## config.mk

```make
export PLATFORM = sky130hd
export DESIGN_NAME = line_rasterizer
export DESIGN_NICKNAME = d
export VERILOG_FILES = /design/src/rtl/core/lr_pkg.sv /design/src/rtl/core/lr_setup.sv /design/src/rtl/core/lr_step.sv /design/src/rtl/core/line_rasterizer.sv
export SDC_FILE = /design/constraint.sdc
export NUM_CORES = 1
export LEC_CHECK = 0
export ABC_CLOCK_PERIOD_IN_PS = 12410
export BUFFER_PORTS_ARGS = -buffer_cell sky130_fd_sc_hd__clkbuf_2
export CAP_MARGIN = 30
export CORE_MARGIN = 10
export CORE_UTILIZATION = 35
export CTS_BUF_LIST = sky130_fd_sc_hd__clkbuf_8 sky130_fd_sc_hd__clkbuf_16
export DETAILED_ROUTE_END_ITERATION = 16
export PLACE_DENSITY = 0.51
export SYNTH_ARGS = -nofsm -noshare
export SYNTH_HDL_FRONTEND = slang
export SYNTH_SLANG_ARGS = --single-unit
```

## constraint.sdc

```tcl
create_clock -name clk -period 12.41 [get_ports clk]
set_input_delay 2.482 -clock clk [delete_from_list [all_inputs] [get_ports clk]]
set_output_delay 2.482 -clock clk [all_outputs]
set_load 0.02 [all_outputs]
```

## src/rtl/core/lr_pkg.sv

```systemverilog
// Shared types and widths for the line rasteriser.
`timescale 1ns / 1ps

package lr_pkg;

	localparam int COORD_BITS = 10;
	localparam int COLOR_BITS = 16;

	typedef logic [COORD_BITS-1:0] coord_t;
	typedef logic [COLOR_BITS-1:0] color_t;
	typedef logic signed [COORD_BITS:0] err_t;

	typedef struct packed {
		logic   busy;
		logic   steep;
		coord_t major_pos;
		coord_t major_end;
		coord_t minor_pos;
		logic   minor_down;
		coord_t major_delta;
		coord_t minor_delta;
		err_t   step_error;
		color_t color;
	} line_state_t;

	typedef struct packed {
		coord_t x;
		coord_t y;
		color_t color;
		logic   last;
	} pixel_t;

endpackage

```

## src/rtl/core/lr_setup.sv

```systemverilog
// Start-of-line setup: steepness, axis swap, endpoint ordering and initial error.
`timescale 1ns / 1ps

module lr_setup (
	input  lr_pkg::coord_t      start_x,
	input  lr_pkg::coord_t      start_y,
	input  lr_pkg::coord_t      end_x,
	input  lr_pkg::coord_t      end_y,
	input  lr_pkg::color_t      line_color,
	output lr_pkg::line_state_t setup_state
);
	import lr_pkg::*;

	coord_t dx, dy;
	logic   steep;
	coord_t a1, b1, a2, b2;
	coord_t lo_a, lo_b, hi_a, hi_b;

	always_comb begin
		dx    = (start_x > end_x) ? (start_x - end_x) : (end_x - start_x);
		dy    = (start_y > end_y) ? (start_y - end_y) : (end_y - start_y);
		steep = (dy > dx);

		if (steep) begin
			a1 = start_y; b1 = start_x; a2 = end_y; b2 = end_x;
		end else begin
			a1 = start_x; b1 = start_y; a2 = end_x; b2 = end_y;
		end

		// order so that the major coordinate grows
		if (a1 > a2) begin
			lo_a = a2; lo_b = b2; hi_a = a1; hi_b = b1;
		end else begin
			lo_a = a1; lo_b = b1; hi_a = a2; hi_b = b2;
		end

		setup_state.busy        = 1'b1;
		setup_state.steep       = steep;
		setup_state.major_pos   = lo_a;
		setup_state.major_end   = hi_a;
		setup_state.minor_pos   = lo_b;
		setup_state.minor_down  = !(lo_b < hi_b);
		setup_state.major_delta = hi_a - lo_a;
		setup_state.minor_delta = (lo_b > hi_b) ? (lo_b - hi_b) : (hi_b - lo_b);
		setup_state.step_error  = err_t'({1'b0, setup_state.major_delta >> 1});
		setup_state.color       = line_color;
	end

endmodule

```

## src/rtl/core/lr_step.sv

```systemverilog
// Line state registers and the per-pixel Bresenham step.
`timescale 1ns / 1ps

module lr_step (
	input  logic                clk,
	input  logic                arst_n,
	input  logic                advance,
	input  logic                start,
	input  lr_pkg::line_state_t setup_state,
	output logic                emit,
	output lr_pkg::pixel_t      pixel,
	output logic                busy
);
	import lr_pkg::*;

	line_state_t state_q;
	line_state_t cur;
	line_state_t nxt;
	logic signed [COORD_BITS+1:0] err_sub;
	logic signed [COORD_BITS+1:0] err_add;
	logic last;

	always_comb begin
		cur  = start ? setup_state : state_q;
		emit = start || state_q.busy;
		last = (cur.major_pos == cur.major_end);

		pixel.x     = cur.steep ? cur.minor_pos : cur.major_pos;
		pixel.y     = cur.steep ? cur.major_pos : cur.minor_pos;
		pixel.color = cur.color;
		pixel.last  = last;

		err_sub = $signed({cur.step_error[COORD_BITS], cur.step_error})
			- $signed({2'b00, cur.minor_delta});
		err_add = err_sub + $signed({2'b00, cur.major_delta});

		nxt = cur;
		if (err_sub[COORD_BITS+1]) begin
			nxt.step_error = err_add[COORD_BITS:0];
			nxt.minor_pos  = cur.minor_down ? (cur.minor_pos - coord_t'(1))
				: (cur.minor_pos + coord_t'(1));
		end else begin
			nxt.step_error = err_sub[COORD_BITS:0];
		end
		nxt.busy = !last;
		if (!last) nxt.major_pos = cur.major_pos + coord_t'(1);
	end

	always_ff @(posedge clk or negedge arst_n) begin
		if (!arst_n) begin
			state_q <= '0;
		end else if (advance && emit) begin
			state_q <= nxt;
		end
	end

	assign busy = state_q.busy;

endmodule

```

## src/rtl/core/line_rasterizer.sv

```systemverilog
// Top level of the Bresenham line rasteriser: input register, step logic, output register.
`timescale 1ns / 1ps

// Integer Bresenham line rasteriser. A transaction with action 0 starts a line from the two
// endpoints and colour and emits its first pixel; each transaction with action 1 emits the next
// pixel, and the pixel at the far end of the major axis carries last_pixel. A step with no line
// running produces nothing; a start while a line runs abandons it. One transaction is accepted
// every cycle while the consumer keeps up; the transaction sits in the input register while the
// setup and step logic loads its pixel into the output register, which holds a pixel while
// the consumer stalls and still lets the next transaction in.
module line_rasterizer (
	input  logic           clk,
	input  logic           arst_n,
	input  logic           in_valid,
	output logic           in_ready,
	input  logic           action,
	input  lr_pkg::coord_t start_x,
	input  lr_pkg::coord_t start_y,
	input  lr_pkg::coord_t end_x,
	input  lr_pkg::coord_t end_y,
	input  lr_pkg::color_t line_color,
	output logic           out_valid,
	input  logic           out_ready,
	output lr_pkg::coord_t pixel_x,
	output lr_pkg::coord_t pixel_y,
	output lr_pkg::color_t pixel_color,
	output logic           last_pixel
);
	import lr_pkg::*;

	logic        valid_s1;
	logic        action_s1;
	coord_t      start_x_s1, start_y_s1, end_x_s1, end_y_s1;
	color_t      color_s1;
	logic        advance;
	logic        emit;
	logic        busy;
	line_state_t setup_state;
	pixel_t      pixel;
	pixel_t      pixel_q;
	logic        out_valid_q;

	assign advance  = valid_s1 && (!out_valid_q || out_ready);
	assign in_ready = !valid_s1 || advance;

	always_ff @(posedge clk or negedge arst_n) begin
		if (!arst_n) begin
			valid_s1 <= 1'b0;
		end else if (in_ready) begin
			valid_s1 <= in_valid;
		end
	end

	always_ff @(posedge clk) begin
		if (in_valid && in_ready) begin
			action_s1  <= action;
			start_x_s1 <= start_x;
			start_y_s1 <= start_y;
			end_x_s1   <= end_x;
			end_y_s1   <= end_y;
			color_s1   <= line_color;
		end
	end

	lr_setup u_setup (
		.start_x     (start_x_s1),
		.start_y     (start_y_s1),
		.end_x       (end_x_s1),
		.end_y       (end_y_s1),
		.line_color  (color_s1),
		.setup_state (setup_state)
	);

	lr_step u_step (
		.clk         (clk),
		.arst_n      (arst_n),
		.advance     (advance),
		.start       (!action_s1),
		.setup_state (setup_state),
		.emit        (emit),
		.pixel       (pixel),
		.busy        (busy)
	);

	// drop the held pixel once taken, load a new one when the step emits
	always_ff @(posedge clk or negedge arst_n) begin
		if (!arst_n) begin
			out_valid_q <= 1'b0;
		end else if (advance) begin
			out_valid_q <= emit;
		end else if (out_ready) begin
			out_valid_q <= 1'b0;
		end
	end

	always_ff @(posedge clk) begin
		if (advance && emit) begin
			pixel_q <= pixel;
		end
	end

	assign out_valid   = out_valid_q;
	assign pixel_x     = pixel_q.x;
	assign pixel_y     = pixel_q.y;
	assign pixel_color = pixel_q.color;
	assign last_pixel  = pixel_q.last;

	a_accept_fills_s1: assert property (@(posedge clk) disable iff (!arst_n)
		in_valid && in_ready |=> valid_s1)
		else $error("accepted transaction did not reach the input register");

	a_start_emits: assert property (@(posedge clk) disable iff (!arst_n)
		advance && !action_s1 |=> out_valid)
		else $error("start transaction produced no pixel");

	a_idle_step_silent: assert property (@(posedge clk) disable iff (!arst_n)
		advance && action_s1 && !busy |=> !out_valid)
		else $error("step while idle produced a pixel");

	a_last_goes_idle: assert property (@(posedge clk) disable iff (!arst_n)
		advance && emit && pixel.last |=> !busy)
		else $error("line still running after its last pixel");

	a_not_last_stays_busy: assert property (@(posedge clk) disable iff (!arst_n)
		advance && emit && !pixel.last |=> busy)
		else $error("line stopped before its last pixel");

endmodule

```

After elaboration in Yosys (flattened, before gate mapping)
Cells that the tools add are included.
- output and inout bits: 39
- logic and storage cells: 73
- flip-flop bits (word level): 176
- input bits: 61
- reduce and logical (&&, ||, !) cells: 12
- eq/ne operators: 1
- $add $sub $neg: 12
- muxes and demuxes: 20
- order comparisons: 6
- operator list (operator ; number):
    2-to-1 mux 10 bit ; 16
    2-to-1 mux 79 bit ; 1
    subtractor 10 bit ; 7
    > comparator 10 bit ; 5
    adder 10 x 1 -> 10 bit, second input constant ; 2
    subtractor 11 x 11 -> 12 bit ; 1
    adder 11 bit ; 1
    2-to-1 mux 11 bit ; 1
    == test 10 bit ; 1
    < comparator 10 bit ; 1
    subtractor 10 x 1 -> 10 bit, second input constant ; 1
    zero test 1 bit ; 5
    logical AND 1 bit ; 3
    logical OR 1 bit ; 3
    2-to-1 mux 1 bit ; 2
    nonzero test 2 bit ; 1

Depth between registers and ports, before layout
Gate-level depths: netlist (run 1).
- word-level depth: 12
- depth in mapped cells: 68

By module
A second synthesis (run 1) with hierarchy kept.
- cell total of the unflattened synthesis: 1529
- area total of the unflattened synthesis: 13942.1 µm²
- modules (own cells, without submodules) (module ; instances ; cells each ; area each (µm²)):
    lr_step ; 1 ; 695 ; 6079.6
    lr_setup ; 1 ; 729 ; 4927.2
    line_rasterizer ; 1 ; 105 ; 2935.3

Worst setup path after synthesis (run 1)
OpenSTA, ideal clock, no wires.
- path kind: register -> register
- start point: register start_x_s1[0]
- end point: register u_step.state_q[26] in the netlist's numbering
- path buffers: 7
- cell stages (with the launch flop): 62
- data arrival time: 11.842 ns
- library setup time: 0.201 ns
- clock period less this slack: 12.043 ns
- slack: 0.367 ns
- required time: 12.209 ns
- cell sequence: edfxtp_1 -> inv_1 -> ha_1 -> inv_1 -> fa_1 -> a21o_1 -> a21o_1 -> a21o_1 -> a21o_1 -> a21o_1 -> a21oi_1 -> o21ai_1 -> clkbuf_1 -> mux2i_1 -> o21ai_1 -> a21oi_1 -> xor2_1 -> ha_1 -> [26 not listed] -> nand2_1 -> o21ai_0 -> ha_1 -> nor2b_1 -> o21ai_0 -> a21boi_0 -> o21a_1 -> o21ai_0 -> nand2b_1 -> a21oi_1 -> xnor2_1 -> ha_1 -> a21oi_1 -> o21ai_0 -> o211ai_1 -> xnor2_1 -> mux2i_1 -> a21oi_1
- cells in the longest elaborated chain, start to end: 12
- elaborated cells on any way between the ends: 23
- those cells by class: add/sub (7); order compare (4); mux (12)
- ends and longest elaborated chain (item ; RTL line ; source):
    start: declaration ; line_rasterizer.sv:33 ; coord_t start_x_s1, start_y_s1, end_x_s1, end_y_s1;
    start signal: assignment ; line_rasterizer.sv:57 ; start_x_s1 <= start_x;
    subtractor 10 bit / > comparator 10 bit (equally long branches) ; lr_setup.sv:20 ; dx = (start_x > end_x) ? (start_x - end_x) : (end_x - start_x);
    2-to-1 mux 10 bit ; lr_setup.sv:20 ;
    > comparator 10 bit ; lr_setup.sv:22 ; steep = (dy > dx);
    2-to-1 mux 10 bit ; lr_setup.sv:24 ; if (steep) begin
    > comparator 10 bit ; lr_setup.sv:31 ; if (a1 > a2) begin
    2-to-1 mux 10 bit ; lr_setup.sv:31 ;
    subtractor 10 bit / > comparator 10 bit (equally long branches) ; lr_setup.sv:44 ; setup_state.minor_delta = (lo_b > hi_b) ? (lo_b - hi_b) : (hi_b - lo_b);
    2-to-1 mux 10 bit ; lr_setup.sv:44 ;
    2-to-1 mux 79 bit * ; lr_step.sv:24 ; cur = start ? setup_state : state_q;
    subtractor 11 x 11 -> 12 bit ; lr_step.sv:34 ; - $signed({2'b00, cur.minor_delta});
    adder 11 bit ; lr_step.sv:35 ; err_add = err_sub + $signed({2'b00, cur.major_delta});
    2-to-1 mux 11 bit * ; lr_step.sv:38 ; if (err_sub[COORD_BITS+1]) begin
    end signal: assignment ; lr_step.sv:53 ; state_q <= nxt;
    end: declaration ; lr_step.sv:16 ; line_state_t state_q;
Mark *: on every way between the ends. The rest lies on a longest branch, timed or not.
A chain may end at the register's enable or synchronous reset.

Final worst setup path (run 1)
- start point: register start_y_s1[0]
- end point: register u_step.state_q[26] in the netlist's numbering
- cells in the longest elaborated chain, start to end: 12
- elaborated cells on any way between the ends: 23
- those cells by class: add/sub (7); order compare (4); mux (12)
- ends and longest elaborated chain (item ; RTL line ; source):
    start: declaration ; line_rasterizer.sv:33 ;
    start signal: assignment ; line_rasterizer.sv:58 ; start_y_s1 <= start_y;
    subtractor 10 bit / > comparator 10 bit (equally long branches) ; lr_setup.sv:21 ; dy = (start_y > end_y) ? (start_y - end_y) : (end_y - start_y);
    2-to-1 mux 10 bit ; lr_setup.sv:21 ;
    > comparator 10 bit ; lr_setup.sv:22 ;
    2-to-1 mux 10 bit ; lr_setup.sv:24 ;
    > comparator 10 bit ; lr_setup.sv:31 ;
    2-to-1 mux 10 bit ; lr_setup.sv:31 ;
    subtractor 10 bit / > comparator 10 bit (equally long branches) ; lr_setup.sv:44 ;
    2-to-1 mux 10 bit ; lr_setup.sv:44 ;
    2-to-1 mux 79 bit * ; lr_step.sv:24 ;
    subtractor 11 x 11 -> 12 bit ; lr_step.sv:34 ;
    adder 11 bit ; lr_step.sv:35 ;
    2-to-1 mux 11 bit * ; lr_step.sv:38 ;
Marked as above.

==> results.json, run 1 <==
{
  "hold_violations": 0,
  "synth_warnings": 0,
  "cts_buffers": 17,
  "first_pass_iters": 5,
  "critical_path_class": "flop to flop",
  "drv_cap": 0,
  "grt_max_degree": 79,
  "ioPinCount": 100,
  "drt_iter0_drc": 750,
  "grt_pass1_wl_um": 58600,
  "htree_num_levels": 4,
  "cts_buffer_depth": 2,
  "hold_start": "u_step.state_q[47]",
  "antenna_left": 0,
  "cp-start-kind": "flop",
  "max_freq_mhz": 86.2,
  "arrival_ns": 11.90,
  "die_x_um": 213,
  "regToRegSetupSlack_ns": 0.81,
  "cts_root_buffer": "clkbuf_16",
  "yosysTopAreaCell": "edfxtp_1",
  "synth-seq-cells": 176,
  "synth_nets": 1573,
  "crit_required_ns": 12.71,
  "final_max_slew_viol_count": 0,
  "fin_crit_sh": 0.935,
  "synth_top_family_by_area": "compound AO/OA/AOI/OAI gates",
  "tns_ns": 0,
  "slew_headroom": 0.422,
  "r2r_start": "start_y_s1[0]",
  "wl_per_cell_um": 19.0,
  "yosys-mux-area-fraction": 0.0881,
  "die_area_um2": 45300,
  "status": "completed",
  "antenna_cells": 0,
  "async_reset_ff_frac": 0.466,
  "grt_overflow": 0,
  "fin_skew_ns": 0.0121,
  "layout-drive-gt1-share": 0.190,
  "cts.sinks": 176,
  "setup_viol": 0,
  "ys.flop_type": "edfxtp_1",
  "crit_top_cell": "a21oi_1",
  "mostFrequentLayoutCell": "nand2_1",
  "cp-end-kind": "flop",
  "grt_use_total": 0.167,
  "synthXorXnorAreaFrac": 0.0558,
  "vias": 10500,
  "place.gp.congestion": 0.902,
  "r2r_end": "u_step.state_q[26]",
  "reg2reg_depth": 54,
  "clkTransAtPathRegs_ns": 0.08,
  "final_cell_mix": "nand2_1, a21oi_1, ha_1, clkbuf_2, inv_1",
  "synth_cell_types": 74,
  "cp-startpoint": "start_y_s1[0]",
  "clk_latency_ns": 0.46,
  "tritoncts": "done",
  "drc": 0,
  "hold_depth": 2,
  "worstPathMaxFanout": 12,
  "rsz0062_at_grt": "no",
  "syn-mean-instance-area_um2": 9.32,
  "postSynthCellCount": 1396,
  "totalWireLength_um": 37700,
  "worst_slew_pin_slew_ns": 0.858,
  "start_util": 0.356,
  "die_h_um": 213,
  "syn_area_um2": 13000,
  "synthAdderAreaFrac": 0.117,
  "slowest_delay_ns": 0.59,
  "synth-edff-count": 94,
  "synth_compound_area_frac": 0.183,
  "grt_pass1_vias": 10300,
  "synth_top_cell_area_share": 0.217,
  "synth_simple_gate_area_frac": 0.134,
  "vias_per_cell": 5.28,
  "rows": 70,
  "dp_hpwl_um": 29300,
  "holdPathEnd": "u_step.state_q[47]",
  "area_growth_syn_to_layout_pct": 14.8,
  "coreArea_um2": 36600,
  "nets": 1683,
  "fin_crit_ns": 11.60,
  "ys_seq_area_frac": 0.375,
  "antenna_found_initial": 0,
  "synth_area_leaders": "edfxtp_1, dfrtp_1, ha_1",
  "cts_hold_buf": 0,
  "min_path_type": "flop to flop",
  "cp_slowest_cell": "or4_1",
  "port_buffers": 99
}
area by class of cell:
type | instances | area, um^2
fillers | 3709 | 21700
multi-input cells | 1064 | 7660
well taps | 468 | 586
clock inverters | 15 | 135
repair buffers | 150 | 890
flip-flops and latches | 176 | 4870
clock buffers | 17 | 425
inverters | 97 | 364
sequential cells by signal, indices dropped and copies added, names as in the netlist:
name	cells
valid_s1	1
start_y_s1	10
pixel_color	16
end_x_s1	10
start_x_s1	10
end_y_s1	10
u_step.busy	1
last_pixel	1
action_s1	1
out_valid	1
color_s1	16
u_step.state_q	79
pixel_y	10
pixel_x	10
logic make-up (layout without fill, tap and decap cells):
| kind of cell | count (synthesis) | after routing |
|---|---|---|
| XOR/XNOR | 83 | 83 |
| AND/OR/NAND/NOR | 381 | 382 |
| adder cells (fa/ha/maj) | 116 | 116 |
| AO/OA/AOI/OAI | 376 | 376 |
| multiplexers | 107 | 107 |
| buffers and inverters | 157 | 279 |
| flip-flops | 176 | 176 |
routing by layer:
layer  part of all wire  vias to the layer above  track usage  wire, um
met4              0.019                        0       0.0515       709
li1                   -                     5189            -         -
met5                  0                        -            0         0
met2               0.44                      223        0.256     16700
met3              0.048                       28       0.0308      1800
met1               0.49                     5045        0.233     18600
through the flow:
step / cell area, um^2 / cells / setup WS [ns] / utilization / hold WS [ns]
detailed placement: 14200 / 1942 / 0.310 / 0.387 / 0.469
global placement: 14100 / 1940 / 0.509 / 0.386 / 0.460
floorplan: 13000 / 1396 / 0.367 / - / 0.442
finish: 14900 / 1987 / 0.809 / 0.408 / 0.484
CTS: 14700 / 1974 / 0.258 / 0.402 / 0.486
global route: 14900 / 1987 / 0.0242 / 0.408 / 0.505
synth_stat cells, types with 15 or more instances:
| cell | count |
|---|---|
| nor2_1 | 87 |
| dfrtp_1 | 82 |
| inv_1 | 95 |
| mux2i_1 | 47 |
| edfxtp_1 | 94 |
| nand4_1 | 15 |
| o21ai_0 | 86 |
| xnor2_1 | 63 |
| nand3_1 | 29 |
| a21o_1 | 55 |
| a21oi_1 | 108 |
| and2_1 | 16 |
| o21bai_1 | 15 |
| o21ai_1 | 27 |
| xor2_1 | 20 |
| mux2_2 | 58 |
| ha_1 | 107 |
| nand2_1 | 165 |
| clkbuf_1 | 34 |
worst max-delay path by stage:
stage / endpoint / cells after the start
6_report: u_step.state_q[26] / 54
5_1_grt: u_step.state_q[26] / 55
4_1_cts: u_step.state_q[26] / 54
3_5_place_dp: u_step.state_q[26] / 54
3_3_place_gp: u_step.state_q[26] / 54
2_1_floorplan: u_step.state_q[26] / 61
critical path: cells and delay by family, from the launching register on:
family          cells  cell delay (ns)
mux                 5             1.33
buf+inv             6             0.67
flops               1             0.50
fa+ha+maj           7             2.15
simple gates       11             2.22
xor+xnor            4             0.70
compound gates     21             3.85
repair_timing:
action / 4_1_cts / 5_1_grt
setup buffers: 0 / 12
endpoints found under the setup margin: 0 / 20
gates resized for setup: 0 / 31
Power of run 1 is left out: the tool's default activity adds up to more than one toggle a clock period on the data nets, which glitch-free logic cannot reach.
==> run 2: changes to the inputs <==
--- a/config.mk
+++ b/config.mk
@@ -12,7 +12,7 @@
 export CORE_UTILIZATION = 35
 export CTS_BUF_LIST = sky130_fd_sc_hd__clkbuf_8 sky130_fd_sc_hd__clkbuf_16
 export DETAILED_ROUTE_END_ITERATION = 16
-export PLACE_DENSITY = 0.51
+export PLACE_DENSITY = 0.56
 export SYNTH_ARGS = -nofsm -noshare
 export SYNTH_HDL_FRONTEND = slang
 export SYNTH_SLANG_ARGS = --single-unit
==> run 2 against run 1 <==
  * First-iteration DRC count shrank 18%
  * Critical path type unchanged
  * Critical endpoint unchanged
  * Maximum frequency rose by 0.46%
  * Core utilization fell by 0.068 points
  * Wire length is 1.0% lower
  * Critical path depth is the same
  * Highest routed layer unchanged
  * Non-clock buffer count down 4
  * Sequential cell count is the same
  * Via count decreased by 0.66%
==> results.json, run 2 (synthesized netlist as in run 1, its figures left out) <==
{
  "vias_per_cell": 5.25,
  "slowest_delay_ns": 0.54,
  "drt_iter0_drc": 613,
  "fin_crit_sh": 0.931,
  "arrival_ns": 11.86,
  "totalWireLength_um": 37400,
  "crit_buf_inv": 5,
  "layout-drive-gt1-share": 0.183,
  "crit_required_ns": 12.72,
  "rsz0062_at_grt": "no",
  "critical_path_class": "flop to flop",
  "worst_slew_pin_slew_ns": 0.830,
  "antenna_left": 0,
  "setup_slack_ns": 0.862,
  "grt_overflow": 0,
  "mostFrequentLayoutCell": "nand2_1",
  "die_x_um": 213,
  "cts_buffers": 17,
  "cts_root_buffer": "clkbuf_16",
  "cp_slowest_cell": "or4_1",
  "coreArea_um2": 36600,
  "crit_family": "compound AO/OA/AOI/OAI gates",
  "status": "completed",
  "htree_num_levels": 4,
  "area_growth_syn_to_layout_pct": 14.6,
  "placed_area_um2": 14100,
  "die_area_um2": 45300,
  "nets": 1680,
  "grt_use_total": 0.167,
  "dp_hpwl_um": 29000,
  "rows": 70,
  "min_path_type": "flop to flop",
  "largest-register": "u_step.state_q",
  "tns_ns": 0,
  "slew_headroom": 0.441,
  "cts_hold_buf": 0,
  "final_max_slew_viol_count": 0,
  "cp-start-kind": "flop",
  "drc": 0,
  "clkTransAtPathRegs_ns": 0.09,
  "post-route-util": 0.407,
  "max_freq_mhz": 86.6,
  "first_pass_iters": 7,
  "hold_violations": 0,
  "fin_skew_ns": 0.0217,
  "wl_per_cell_um": 18.8,
  "vias": 10400,
  "worstPathMaxFanout": 21,
  "cts_buffer_depth": 2,
  "num-fill-cells": 3679,
  "antenna_found_initial": 0,
  "start_util": 0.356,
  "tritoncts": "done",
  "pre_cts_ws_ns": 0.526,
  "grt_pass1_wl_um": 58900,
  "clk_latency_ns": 0.47,
  "port_buffers": 99,
  "setup_viol": 0,
  "grt_max_degree": 79,
  "final_cell_mix": "nand2_1, a21oi_1, ha_1, clkbuf_2, inv_1",
  "fin_crit_ns": 11.55,
  "ioPinCount": 100,
  "stdcell_area_um2": 14900,
  "cts.sinks": 176,
  "cp-end-kind": "flop",
  "die_h_um": 213,
  "antenna_cells": 0,
  "largest_reg_flops": 79,
  "crit_top_cell": "a21oi_1",
  "grt_pass1_vias": 10500,
  "drv_cap": 0,
  "place.gp.congestion": 0.920
}
run 2: cell count changes in the layout (fill, tap and decap cells not counted), sizes merged:
cell      before  now
buf           52   48
nor2          88   90
nand2        167  166
clkinvlp       3    0
inv          103  104
clkinv         6    8
run 2: worst paths after layout:
| path | start | endpoint | slack (ns) | cells past startpoint |
|---|---|---|---|---|
| max | end_y_s1[0] | u_step.state_q[26] | 0.86 | 54 |
| min | u_step.state_q[57] | u_step.state_q[57] | 0.49 | 2 |
| max reg2reg | end_y_s1[0] | u_step.state_q[26] | 0.86 | 54 |
| min reg2reg | u_step.state_q[57] | u_step.state_q[57] | 0.49 | 2 |
| max in group asynchronous | arst_n | u_step.state_q[76] | 9.74 | 3 |
| min in group asynchronous | arst_n | u_step.state_q[2] | 1.88 | 1 |
run 2: area by class of cell:
type	count	area, um^2	area share
Multi-Input combinational cell	1065	7590	0.509
Sequential cell	176	4870	0.327
Timing Repair Buffer	146	890	0.0596
Tap cell	468	586	0.0393
Clock buffer	17	425	0.0285
Inverter	97	364	0.0244
Clock inverter	15	184	0.0123
run 2: per-stage QoR:
| step | hold slack (ns) | cells |
|---|---|---|
| floorplan | 0.442 | 1396 |
| global placement | 0.462 | 1937 |
| detailed placement | 0.469 | 1938 |
| CTS | 0.489 | 1970 |
| global route | 0.509 | 1984 |
| finish | 0.487 | 1984 |
run 2: timing repair:
item                       4_1_cts  5_1_grt
setup endpoints to repair        0       12
resized for setup                0       21
setup buffers                    0       11
run 2: per-layer routing:
layer  wire length [um]  up-vias  share of wire  GRT usage
met2              16700      227           0.45      0.261
met4                413        0          0.011     0.0367
met1              18300     4975           0.49      0.233
li1                   -     5188              -          -
met3               1980       26          0.053     0.0342
met5                  0        -              0          0
run 2: tightest hold or removal path, stage by stage, from the launching register on:
cell and delay, ns:
dfrtp_1 0.34, nand2_1 0.05, o31ai_1 0.06
Power of run 2 is left out for the same reason.
